===== config.mk =====
export PLATFORM = sky130hd
export DESIGN_NAME = positional_list_insert_delete_core
export DESIGN_NICKNAME = d
export VERILOG_FILES = /design/src/sv/plist_pkg.sv /design/src/sv/plist_ram.sv /design/src/sv/positional_list_insert_delete_core.sv
export VERILOG_INCLUDE_DIRS = /design/src /design/src/sv
export SDC_FILE = /design/constraint.sdc
export NUM_CORES = 1
export LEC_CHECK = 0
export ABC_AREA = 1
export BUFFER_PORTS_ARGS = -buffer_cell sky130_fd_sc_hd__buf_4
export CAP_MARGIN = 20
export CORE_ASPECT_RATIO = 1.1
export CORE_MARGIN = 4
export CORE_UTILIZATION = 30
export DETAILED_ROUTE_END_ITERATION = 8
export PLACE_DENSITY_LB_ADDON = 0.1
export SYNTH_ARGS = -nofsm -noshare
export SYNTH_HDL_FRONTEND = slang
export SYNTH_SLANG_ARGS = --single-unit
export TNS_END_PERCENT = 100

===== constraint.sdc =====
create_clock -name clk -period 9.2 [get_ports clk]
set_input_delay 0.92 -clock clk [delete_from_list [all_inputs] [get_ports clk]]
set_output_delay 0.92 -clock clk [all_outputs]
set_load 0.01 [all_outputs]

===== src/sv/assert_macros.svh =====
// assertion helpers used by the list core
`ifndef ASSERT_MACROS_SVH
`define ASSERT_MACROS_SVH

`ifndef SYNTHESIS

// property must hold at every rising clock edge outside reset
`define PLIST_ASSERT(label, clk, rst_n, prop, msg) \
	label: assert property (@(posedge clk) disable iff (!rst_n) (prop)) else $error(msg);

// expression must never be true outside reset
`define PLIST_NEVER(label, clk, rst_n, expr, msg) \
	label: assert property (@(posedge clk) disable iff (!rst_n) !(expr)) else $error(msg);

`else

`define PLIST_ASSERT(label, clk, rst_n, prop, msg)

`define PLIST_NEVER(label, clk, rst_n, expr, msg)

`endif

`endif


===== src/sv/plist_pkg.sv =====
package plist_pkg;

	localparam int CAPACITY   = 32;
	localparam int DATA_W     = 32;
	localparam int IDX_W      = (CAPACITY > 1) ? $clog2(CAPACITY) : 1;
	localparam int LEN_W      = $clog2(CAPACITY + 1);
	localparam int READ_IDX_W = 5;
	localparam int LEN_OUT_W  = 6;
	localparam int CMP_W      = (LEN_W > READ_IDX_W) ? LEN_W : READ_IDX_W;

	typedef enum logic [2:0] {
		CMD_INS_FRONT = 3'd0,
		CMD_INS_MID   = 3'd1,
		CMD_INS_END   = 3'd2,
		CMD_DEL_FRONT = 3'd3,
		CMD_DEL_MID   = 3'd4,
		CMD_DEL_END   = 3'd5,
		CMD_READ      = 3'd6
	} cmd_t;

	typedef enum logic [1:0] {
		ST_OK    = 2'd0,
		ST_EMPTY = 2'd1,
		ST_FULL  = 2'd2,
		ST_RANGE = 2'd3
	} status_t;

	typedef enum logic [2:0] {
		S_IDLE,
		S_SHIFT_RD,
		S_SHIFT_WR,
		S_PUT,
		S_READ,
		S_DONE
	} state_t;

endpackage


===== src/sv/plist_ram.sv =====
module plist_ram #(
	parameter int WIDTH = 32,
	parameter int DEPTH = 32,
	localparam int AW = (DEPTH > 1) ? $clog2(DEPTH) : 1
) (
	input  logic             clk,
	input  logic             we,
	input  logic [AW-1:0]    waddr,
	input  logic [WIDTH-1:0] wdata,
	input  logic [AW-1:0]    raddr,
	output logic [WIDTH-1:0] rdata
);

	logic [WIDTH-1:0] mem [DEPTH];

	always_ff @(posedge clk) begin
		if (we) begin
			mem[waddr] <= wdata;
		end
		rdata <= mem[raddr];
	end

endmodule


===== src/sv/positional_list_insert_delete_core.sv =====
// Ordered list of up to CAPACITY signed 32-bit entries kept in one RAM. A request is
// taken when start is high and busy is low; busy then stays high until the result has
// been shown. The result appears for exactly one cycle with done high and cannot be held
// off, so the receiver must take it in that cycle. A read passes S_READ and S_DONE, a rejected or
// no-op request only S_DONE; an insert moves k entries, then writes in S_PUT; a delete moves k,
// where k is the number of entries that have to move one place: every move goes through the
// single RAM port pair, a read of the neighbor followed by a write, stepped by one shared +/-1 counter.
`include "assert_macros.svh"

module positional_list_insert_delete_core import plist_pkg::*; (
	input  logic                         clk,
	input  logic                         arst_n,
	input  logic                         start,
	output logic                         busy,
	input  logic [2:0]                   command,
	input  logic signed [DATA_W-1:0]     value,
	input  logic [READ_IDX_W-1:0]        read_index,
	output logic                         done,
	output logic [1:0]                   status,
	output logic [LEN_OUT_W-1:0]         length_after,
	output logic signed [DATA_W-1:0]     read_value
);

	state_t            state_q, state_d;
	logic [LEN_W-1:0]  length_q;
	logic [LEN_W-1:0]  cur_q;
	logic [LEN_W-1:0]  limit_q;
	logic              down_q;
	logic              ins_q;
	status_t           status_q;
	logic [DATA_W-1:0] rv_q;
	logic [DATA_W-1:0] value_q;

	logic              accept;
	cmd_t              cmd;
	logic [LEN_W-1:0]  mid;
	logic [LEN_W-1:0]  last;
	logic [LEN_W-1:0]  nxt;
	logic              hit;
	logic [CMP_W-1:0]  idx_c;
	logic [CMP_W-1:0]  len_c;
	logic              full;
	logic              empty;

	logic              ram_we;
	logic [IDX_W-1:0]  ram_waddr;
	logic [DATA_W-1:0] ram_wdata;
	logic [IDX_W-1:0]  ram_raddr;
	logic [DATA_W-1:0] ram_rdata;

	assign accept = start && (state_q == S_IDLE);
	assign cmd    = cmd_t'(command);
	assign mid    = LEN_W'(({1'b0, length_q} + (LEN_W+1)'(1)) >> 1);
	assign last   = length_q - LEN_W'(1);
	assign full   = (length_q >= LEN_W'(CAPACITY));
	assign empty  = (length_q == '0);
	assign idx_c  = CMP_W'(read_index);
	assign len_c  = CMP_W'(length_q);

	// shared step unit: next shift position and end-of-shift compare
	assign nxt = down_q ? (cur_q - LEN_W'(1)) : (cur_q + LEN_W'(1));
	assign hit = (nxt == limit_q);

	always_ff @(posedge clk or negedge arst_n) begin
		if (!arst_n) begin
			state_q <= S_IDLE;
		end else begin
			state_q <= state_d;
		end
	end

	always_comb begin
		state_d   = state_q;
		busy      = (state_q != S_IDLE);
		done      = 1'b0;
		ram_we    = 1'b0;
		ram_waddr = cur_q[IDX_W-1:0];
		ram_wdata = ram_rdata;
		ram_raddr = idx_c[IDX_W-1:0];
		unique case (state_q)
			S_IDLE: begin
				if (start) begin
					unique case (cmd)
						CMD_INS_FRONT, CMD_INS_MID, CMD_INS_END: begin
							if (full) begin
								state_d = S_DONE;
							end else if (cmd == CMD_INS_END) begin
								state_d = S_PUT;
							end else if (cmd == CMD_INS_MID && mid == length_q) begin
								state_d = S_PUT;
							end else if (empty) begin
								state_d = S_PUT;
							end else begin
								state_d = S_SHIFT_RD;
							end
						end
						CMD_DEL_FRONT, CMD_DEL_MID, CMD_DEL_END: begin
							if (empty || cmd == CMD_DEL_END || length_q == LEN_W'(1)) begin
								state_d = S_DONE;
							end else if (cmd == CMD_DEL_MID && mid == last) begin
								state_d = S_DONE;
							end else begin
								state_d = S_SHIFT_RD;
							end
						end
						CMD_READ: begin
							state_d = (idx_c >= len_c) ? S_DONE : S_READ;
						end
						default: begin
							state_d = S_DONE;
						end
					endcase
				end
			end
			S_SHIFT_RD: begin
				ram_raddr = nxt[IDX_W-1:0];
				state_d   = S_SHIFT_WR;
			end
			S_SHIFT_WR: begin
				ram_we    = 1'b1;
				ram_waddr = cur_q[IDX_W-1:0];
				ram_wdata = ram_rdata;
				if (hit) begin
					state_d = ins_q ? S_PUT : S_DONE;
				end else begin
					state_d = S_SHIFT_RD;
				end
			end
			S_PUT: begin
				ram_we    = 1'b1;
				ram_waddr = limit_q[IDX_W-1:0];
				ram_wdata = value_q;
				state_d   = S_DONE;
			end
			S_READ: begin
				state_d = S_DONE;
			end
			S_DONE: begin
				done    = 1'b1;
				state_d = S_IDLE;
			end
			default: begin
				state_d = S_IDLE;
			end
		endcase
	end

	always_ff @(posedge clk or negedge arst_n) begin
		if (!arst_n) begin
			length_q <= '0;
		end else begin
			if (accept) begin
				// deletes that need no move finish right here
				if (!empty && (cmd == CMD_DEL_FRONT || cmd == CMD_DEL_MID
				    || cmd == CMD_DEL_END) && state_d == S_DONE) begin
					length_q <= last;
				end
			end else if (state_q == S_SHIFT_WR && hit && !ins_q) begin
				length_q <= last;
			end else if (state_q == S_PUT) begin
				length_q <= length_q + LEN_W'(1);
			end
		end
	end

	always_ff @(posedge clk) begin
		if (accept) begin
			value_q  <= value;
			rv_q     <= '0;
			status_q <= ST_OK;
			unique case (cmd)
				CMD_INS_FRONT, CMD_INS_MID, CMD_INS_END: begin
					ins_q  <= 1'b1;
					down_q <= 1'b1;
					cur_q  <= length_q;
					if (full) begin
						status_q <= ST_FULL;
					end
					if (cmd == CMD_INS_FRONT) begin
						limit_q <= '0;
					end else if (cmd == CMD_INS_MID) begin
						limit_q <= mid;
					end else begin
						limit_q <= length_q;
					end
				end
				CMD_DEL_FRONT, CMD_DEL_MID, CMD_DEL_END: begin
					ins_q   <= 1'b0;
					down_q  <= 1'b0;
					limit_q <= last;
					if (empty) begin
						status_q <= ST_EMPTY;
					end
					if (cmd == CMD_DEL_MID && length_q != LEN_W'(1)) begin
						cur_q <= mid;
					end else begin
						cur_q <= '0;
					end
				end
				CMD_READ: begin
					ins_q  <= 1'b0;
					down_q <= 1'b0;
					if (idx_c >= len_c) begin
						status_q <= ST_RANGE;
					end
				end
				default: begin
					ins_q  <= 1'b0;
					down_q <= 1'b0;
				end
			endcase
		end else begin
			if (state_q == S_SHIFT_WR) begin
				cur_q <= nxt;
			end
			if (state_q == S_READ) begin
				rv_q <= ram_rdata;
			end
		end
	end

	plist_ram #(
		.WIDTH (DATA_W),
		.DEPTH (CAPACITY)
	) u_ram (
		.clk   (clk),
		.we    (ram_we),
		.waddr (ram_waddr),
		.wdata (ram_wdata),
		.raddr (ram_raddr),
		.rdata (ram_rdata)
	);

	assign status       = status_q;
	assign length_after = LEN_OUT_W'(length_q);
	assign read_value   = rv_q;

	`PLIST_ASSERT(a_len_cap, clk, arst_n, length_q <= LEN_W'(CAPACITY), "length above capacity")
	`PLIST_ASSERT(a_done_idle, clk, arst_n, done |=> !busy, "done not followed by idle")
	`PLIST_ASSERT(a_accept_busy, clk, arst_n, accept |=> busy, "request taken but not busy")
	`PLIST_NEVER(a_shift_past, clk, arst_n, state_q == S_SHIFT_WR && cur_q == limit_q, "shift ran past its end")
	`PLIST_NEVER(a_put_full, clk, arst_n, state_q == S_PUT && full, "insert into full list")

endmodule

# Word-level counts from Yosys, hierarchy flattened
# Memory sizes are Yosys's and may differ from the RTL's. A register that Yosys moved wholly into a read port is not among the register bits.
# Cells that the tools add are included.
[op_classes] multipliers=0 reduce_logical=28 n_addsub=5 shifts=0 eq_ne=19 n_bitwise=0 div_mod_pow=0 magnitude_cmp=2 n_mux=36
[op_table] op="6-bit two-way mux" count=10
[op_table] op="32-bit two-way mux" count=1
[op_table] op="6-bit case mux with 2 select lines" count=2
[op_table] op="3-bit == test, second input constant" count=6
[op_table] op="6-bit == test" count=3
[op_table] op="3-bit two-way mux" count=6
[op_table] op="6-bit by 1-bit adder with 6-bit output, second input constant" count=2
[op_table] op="3-bit by 2-bit == test with 1-bit output, second input constant" count=4
[op_table] op="3-bit case mux with 4 select lines" count=1
[op_table] op="6-bit by 1-bit subtractor with 6-bit output, second input constant" count=2
[op_table] op="2-bit two-way mux" count=5
[op_table] op="5-bit two-way mux" count=2
[op_table] op="3-bit case mux with 3 select lines" count=1
[op_table] op="1-bit logical AND" count=8
[op_table] op="6-bit by 1-bit adder with 7-bit output, second input constant" count=1
[op_table] op="1-bit two-way mux" count=7
[op_table] op="3-bit by 1-bit == test with 1-bit output, second input constant" count=2
[op_table] op="6-bit by 1-bit == test with 1-bit output, second input constant" count=1
[op_table] op="5-bit by 6-bit >= comparator with 1-bit output" count=1
[op_table] op="6-bit >= comparator, second input constant" count=1
[op_table] op="3-bit zero test" count=2
[op_table] op="6-bit zero test" count=1
[op_table] op="6-bit by 1-bit != test with 1-bit output, second input constant" count=1
[op_table] op="2-bit case mux with 3 select lines" count=1
[op_table] op="9 further kinds" count=19
[totals] n_memories=1 ramBits=1024 output_inout_bits=42 wordCells=99 in_bits=43 ff_bits=88 latchBits=0 rom_bits=0
[memory_table] name="u_ram.mem" words=32 word_bits=32 read_ports=1 rd_clocked_by_memory_dff=1 wr=1 line="plist_ram.sv:14" text="logic [WIDTH-1:0] mem [DEPTH];"

# Logic depth before layout (Yosys ltp)
[logic_depth] depth_word=13 mapped_depth=21

# Cells and area by module
# Synthesis repeated with hierarchy kept, for this count alone.
[hier_totals] cells_unflattened=4158 area_unflattened_um2=47161.5
[modules_own_cells] module="plist_ram" cells_per_inst=3536 area_per_inst_um2=42405.7 instances=1
[modules_own_cells] module="positional_list_insert_delete_core" cells_per_inst=622 area_per_inst_um2=4755.8 instances=1

# Worst setup path after synthesis
# No wires, ideal clock.
[synth_timing] path_type="register -> register" startpoint="register state_q[2]" endpoint="memory u_ram.mem[0][0], enable pin" t_required_ps=8779 period_less_slack_ps=3373 path_slack_ps=5827 t_arrival_ps=2952 setup_ps=421 path_buffers=1 path_stages_with_launch=11 cell_sequence="dfrtp_1 nor2_2 inv_1 nor2_1 inv_1 clkbuf_1 o21ai_0 inv_1 nor2_1 nand2_1 nor2_1"
[synth_between] elab_chain_cells=5
[synth_lines] item="from (decl)" line="positional_list_insert_delete_core.sv:24" text="state_t state_q, state_d;"
[synth_lines] item="from (signal assigned)" line="positional_list_insert_delete_core.sv:68" text="state_q <= state_d;"
[synth_lines] item="3-bit by 2-bit == test with 1-bit output" line="positional_list_insert_delete_core.sv:80" text="unique case (state_q)"
[synth_lines] item="2-bit OR reduction (no source line)"
[synth_lines] item="1-bit two-way mux" line="positional_list_insert_delete_core.sv:80"
[synth_lines] item="1-bit two-way mux" line="plist_ram.sv:17" text="if (we) begin"
[synth_lines] item="1-bit two-way mux (not written as such)" line="plist_ram.sv:18" text="mem[waddr] <= wdata;"
[synth_lines] item="to (decl)" line="plist_ram.sv:14"
# Several ways; a longest one is shown, not always the timed one.

# Worst setup path in the final report
[layout_timing] startpoint="register state_q[1]" endpoint="memory u_ram.mem[13][10], enable pin"
# Same word-level chain as after synthesis.

==> metrics.txt <==
fin crit period 4870 ps; Clock transition at path regs 60 ps; Critical Path AT 5250 ps; worst path buffer plus inverter count 5; NumNets Final 3609; delay-heaviest family, CP simple AND/OR/NAND/NOR gates; Relative slew margins 0.368; number of CTS-inserted buffers 130; global route overflow 0; via count 29100; clk root buf clkbuf_16; Util after Layout 0.350; vias in the first global route 28900; WHS 347 ps; max-cap violations 0; final setup fails 0; CP max stage delay 840 ps; worst reg-to-reg path cell count 10; cts repair resizes 0; core box area 0.150 mm^2; Worst Path Required 9580 ps; HPWL after detailed placement 86900 um; Synth Flop Type edfxtp_1; ys async rst share 0.00787; Worst path depth 10; Rows 149; critical path class reg -> reg; Final WS setup 4330 ps; Critical Path Sink Type flip-flop; Seq cells post-synth 1144; Placer Congestion 0.778; Max Freq 0.206 GHz; Slew Limit Fails 0; r2r setup slk 4330 ps; sequential element share of the synthesized area 0.745; Fin Setup TNS 0 ps; CTS H-tree lvls 4; Clock Sinks 1144; Routed Antenna Nets 0; PD cells 372 mW/mm^2; cell taking the most area after synthesis edfxtp_1; Syn. warnings 0; EDFF count, synth 1071; P_leak 17.1 nW; Hold Fails Final Rpt 0; synthesis-to-layout area growth 16.2%; beginning of the critical path state_q[1]$_DFF_PN0_; CTS tree yes; Critical R2R Launch state_q[1]$_DFF_PN0_; total power 19.5 mW; synth unique cells 46; vias per std cell 5.18; Place WS 4330 ps; Final Cycle Share 0.529; CP endpoint u_ram.mem[13][10]$_DFFE_PP_; global-route wire length before repair 218000 um; Die Area 0.157 mm^2; initial antenna violation count 1; final WL 153000 um; Worst Clk Skew 28.0 ps; worst r2r dst u_ram.mem[13][10]$_DFFE_PP_; Synth Area per Inst 12.9 um^2; Mapped Area 0.0452 mm^2; Post-Syn Instances 3493; worst-path cell chain inv_2 -> nor2_2 -> inv_1 -> nor2_4 -> buf_4 -> inv_2 -> o21ai_0 -> nand3_1 -> nor2_4 -> buf_4; crit start category flip-flop; GRT Util Overall 0.192; antenna cells 0; Die Ht 415 um; share of cells above drive strength 1 0.115; Buffers on Ports 84; largest cells by area after synthesis edfxtp_1 (71%), o21ai_0 (6.0%), nor2_1 (5.7%), o221ai_1 (3.4%), dfxtp_1 (2.8%); die width 378 um; fillers 14700; VDD IR-drop max 0.302 mV; post-route DRC violation count 0; post-synth top area share 0.712; RSZ-0062 raised after global routing no; Worst Hold Class in -> reg; syn nets 3550; DR WL/cell 27.3 um; Clock Latency Late Sink 750 ps; Worst Tran Pin Value 945 ps; I/O pin count 85; initial drt markers 2644; status complete, no violations; DRT Pass-1 Iters 5; slowest CP cell nor2_4; largest net degree at the start of global routing 148; Initial Util 0.301; crit path max fanout 39; Clock Tree Buf Depth 3
-- stage by stage --
stage	instances	area [um^2]
3_3_place_gp	5377	48200
5_1_grt	5616	52500
6_report	5616	52500
3_5_place_dp	5381	48300
2_1_floorplan	3493	45200
4_1_cts	5615	52500
-- power by group --
part	total (mW)	switching (mW)	internal, mW
clock network	5.17	2.08	3.09
registers	7.32	0.293	7.03
logic	7.06	5.45	1.60
-- flip-flops by register name, summed over array words and instances (netlist names) --
name / cells
read_value: 32
length_after: 6
status: 2
u_ram.mem: 1024
u_ram.rdata: 32
ins_q: 1
value_q: 32
cur_q: 6
limit_q: 6
state_q: 3
-- placed cells by master, fill, tap and decap left out, types with 46 or more instances in the layout --
cell type	synthesis	layout
edfxtp_1	1071	1071
nor2_1	681	647
o21ai_0	543	542
nand2_1	257	244
o221ai_1	175	175
buf_4	17	152
clkbuf_16	0	137
nand3_1	108	108
o22ai_1	87	87
o21ai_1	79	78
dfxtp_1	64	64
inv_1	50	46
-- worst reg2reg max path, cell delays in order, from the launching register on --
cell and delay [ps]:
dfrtp_1 400, inv_2 80, nor2_2 280, inv_1 130, nor2_4 90, buf_4 390
inv_2 440, o21ai_0 500, nand3_1 730, nor2_4 850, buf_4 530
-- worst min-delay path by stage --
stage          cells after the start               startpoint                          end  slack (ps)
5_1_grt                            1                value[27]        value_q[27]$_DFFE_PP_         290
6_report                           1                value[27]        value_q[27]$_DFFE_PP_         350
3_5_place_dp                       2  u_ram.rdata[11]$_DFF_P_  read_value[11]$_SDFFE_PP0N_         480
3_3_place_gp                       2  u_ram.rdata[11]$_DFF_P_  read_value[11]$_SDFFE_PP0N_         480
4_1_cts                            1                value[31]        value_q[31]$_DFFE_PP_         280
2_1_floorplan                      2   u_ram.rdata[0]$_DFF_P_   read_value[0]$_SDFFE_PP0N_         460
-- cells by family (layout without fill, tap and decap cells) --
kind of cell    Yosys count  count (layout)  share of synthesized area
xor+xnor                  8               8                    0.00172
fa+ha+maj                14              14                    0.00404
compound gates          958             958                      0.127
buf+inv                 297             457                     0.0288
simple gates           1072            1072                     0.0937
flops                  1144            1144                      0.745
-- cell type report --
type                       count  area [um^2]  share of cell area
multi-input combinational   2052        10500               0.201
tap                         1963         2460              0.0468
clock inverter                53          537              0.0102
timing repair buffer         167         1420              0.0270
inverter                      57          229             0.00436
sequential                  1144        33700               0.641
clock buffer                 180         3670              0.0699
-- layer usage --
metal / vias to the layer above / wire length [um] / track usage
met3: 203 / 5440 / 0.0257
met5: - / 0 / 0
met4: 0 / 3860 / 0.0550
li1: 13200 / - / -
met1: 15100 / 68500 / 0.260
met2: 658 / 75400 / 0.324
-- timing repair --
item                                   in CTS  in global routing
setup buffers                               0                  0
hold buffers                                1                  0
endpoints found under the hold margin       9                  0
-- synth_stat cells (4+ instances only) --
| master | n |
|---|---|
| a21oi_1 | 13 |
| buf_4 | 17 |
| a31oi_1 | 19 |
| ha_1 | 13 |
| o21ai_1 | 79 |
| nand2_2 | 5 |
| o211ai_1 | 28 |
| inv_1 | 50 |
| inv_2 | 6 |
| nand4_1 | 7 |
| nor2_1 | 681 |
| edfxtp_1 | 1071 |
| clkbuf_1 | 138 |
| dfxtp_1 | 64 |
| or2_2 | 6 |
| dfrtp_1 | 9 |
| o22ai_1 | 87 |
| nand2_1 | 257 |
| o21ai_0 | 543 |
| nand3_1 | 108 |
| o221ai_1 | 175 |
| buf_2 | 79 |
| xnor2_1 | 4 |
No activity file was read; power rests on OpenSTA's default activity.
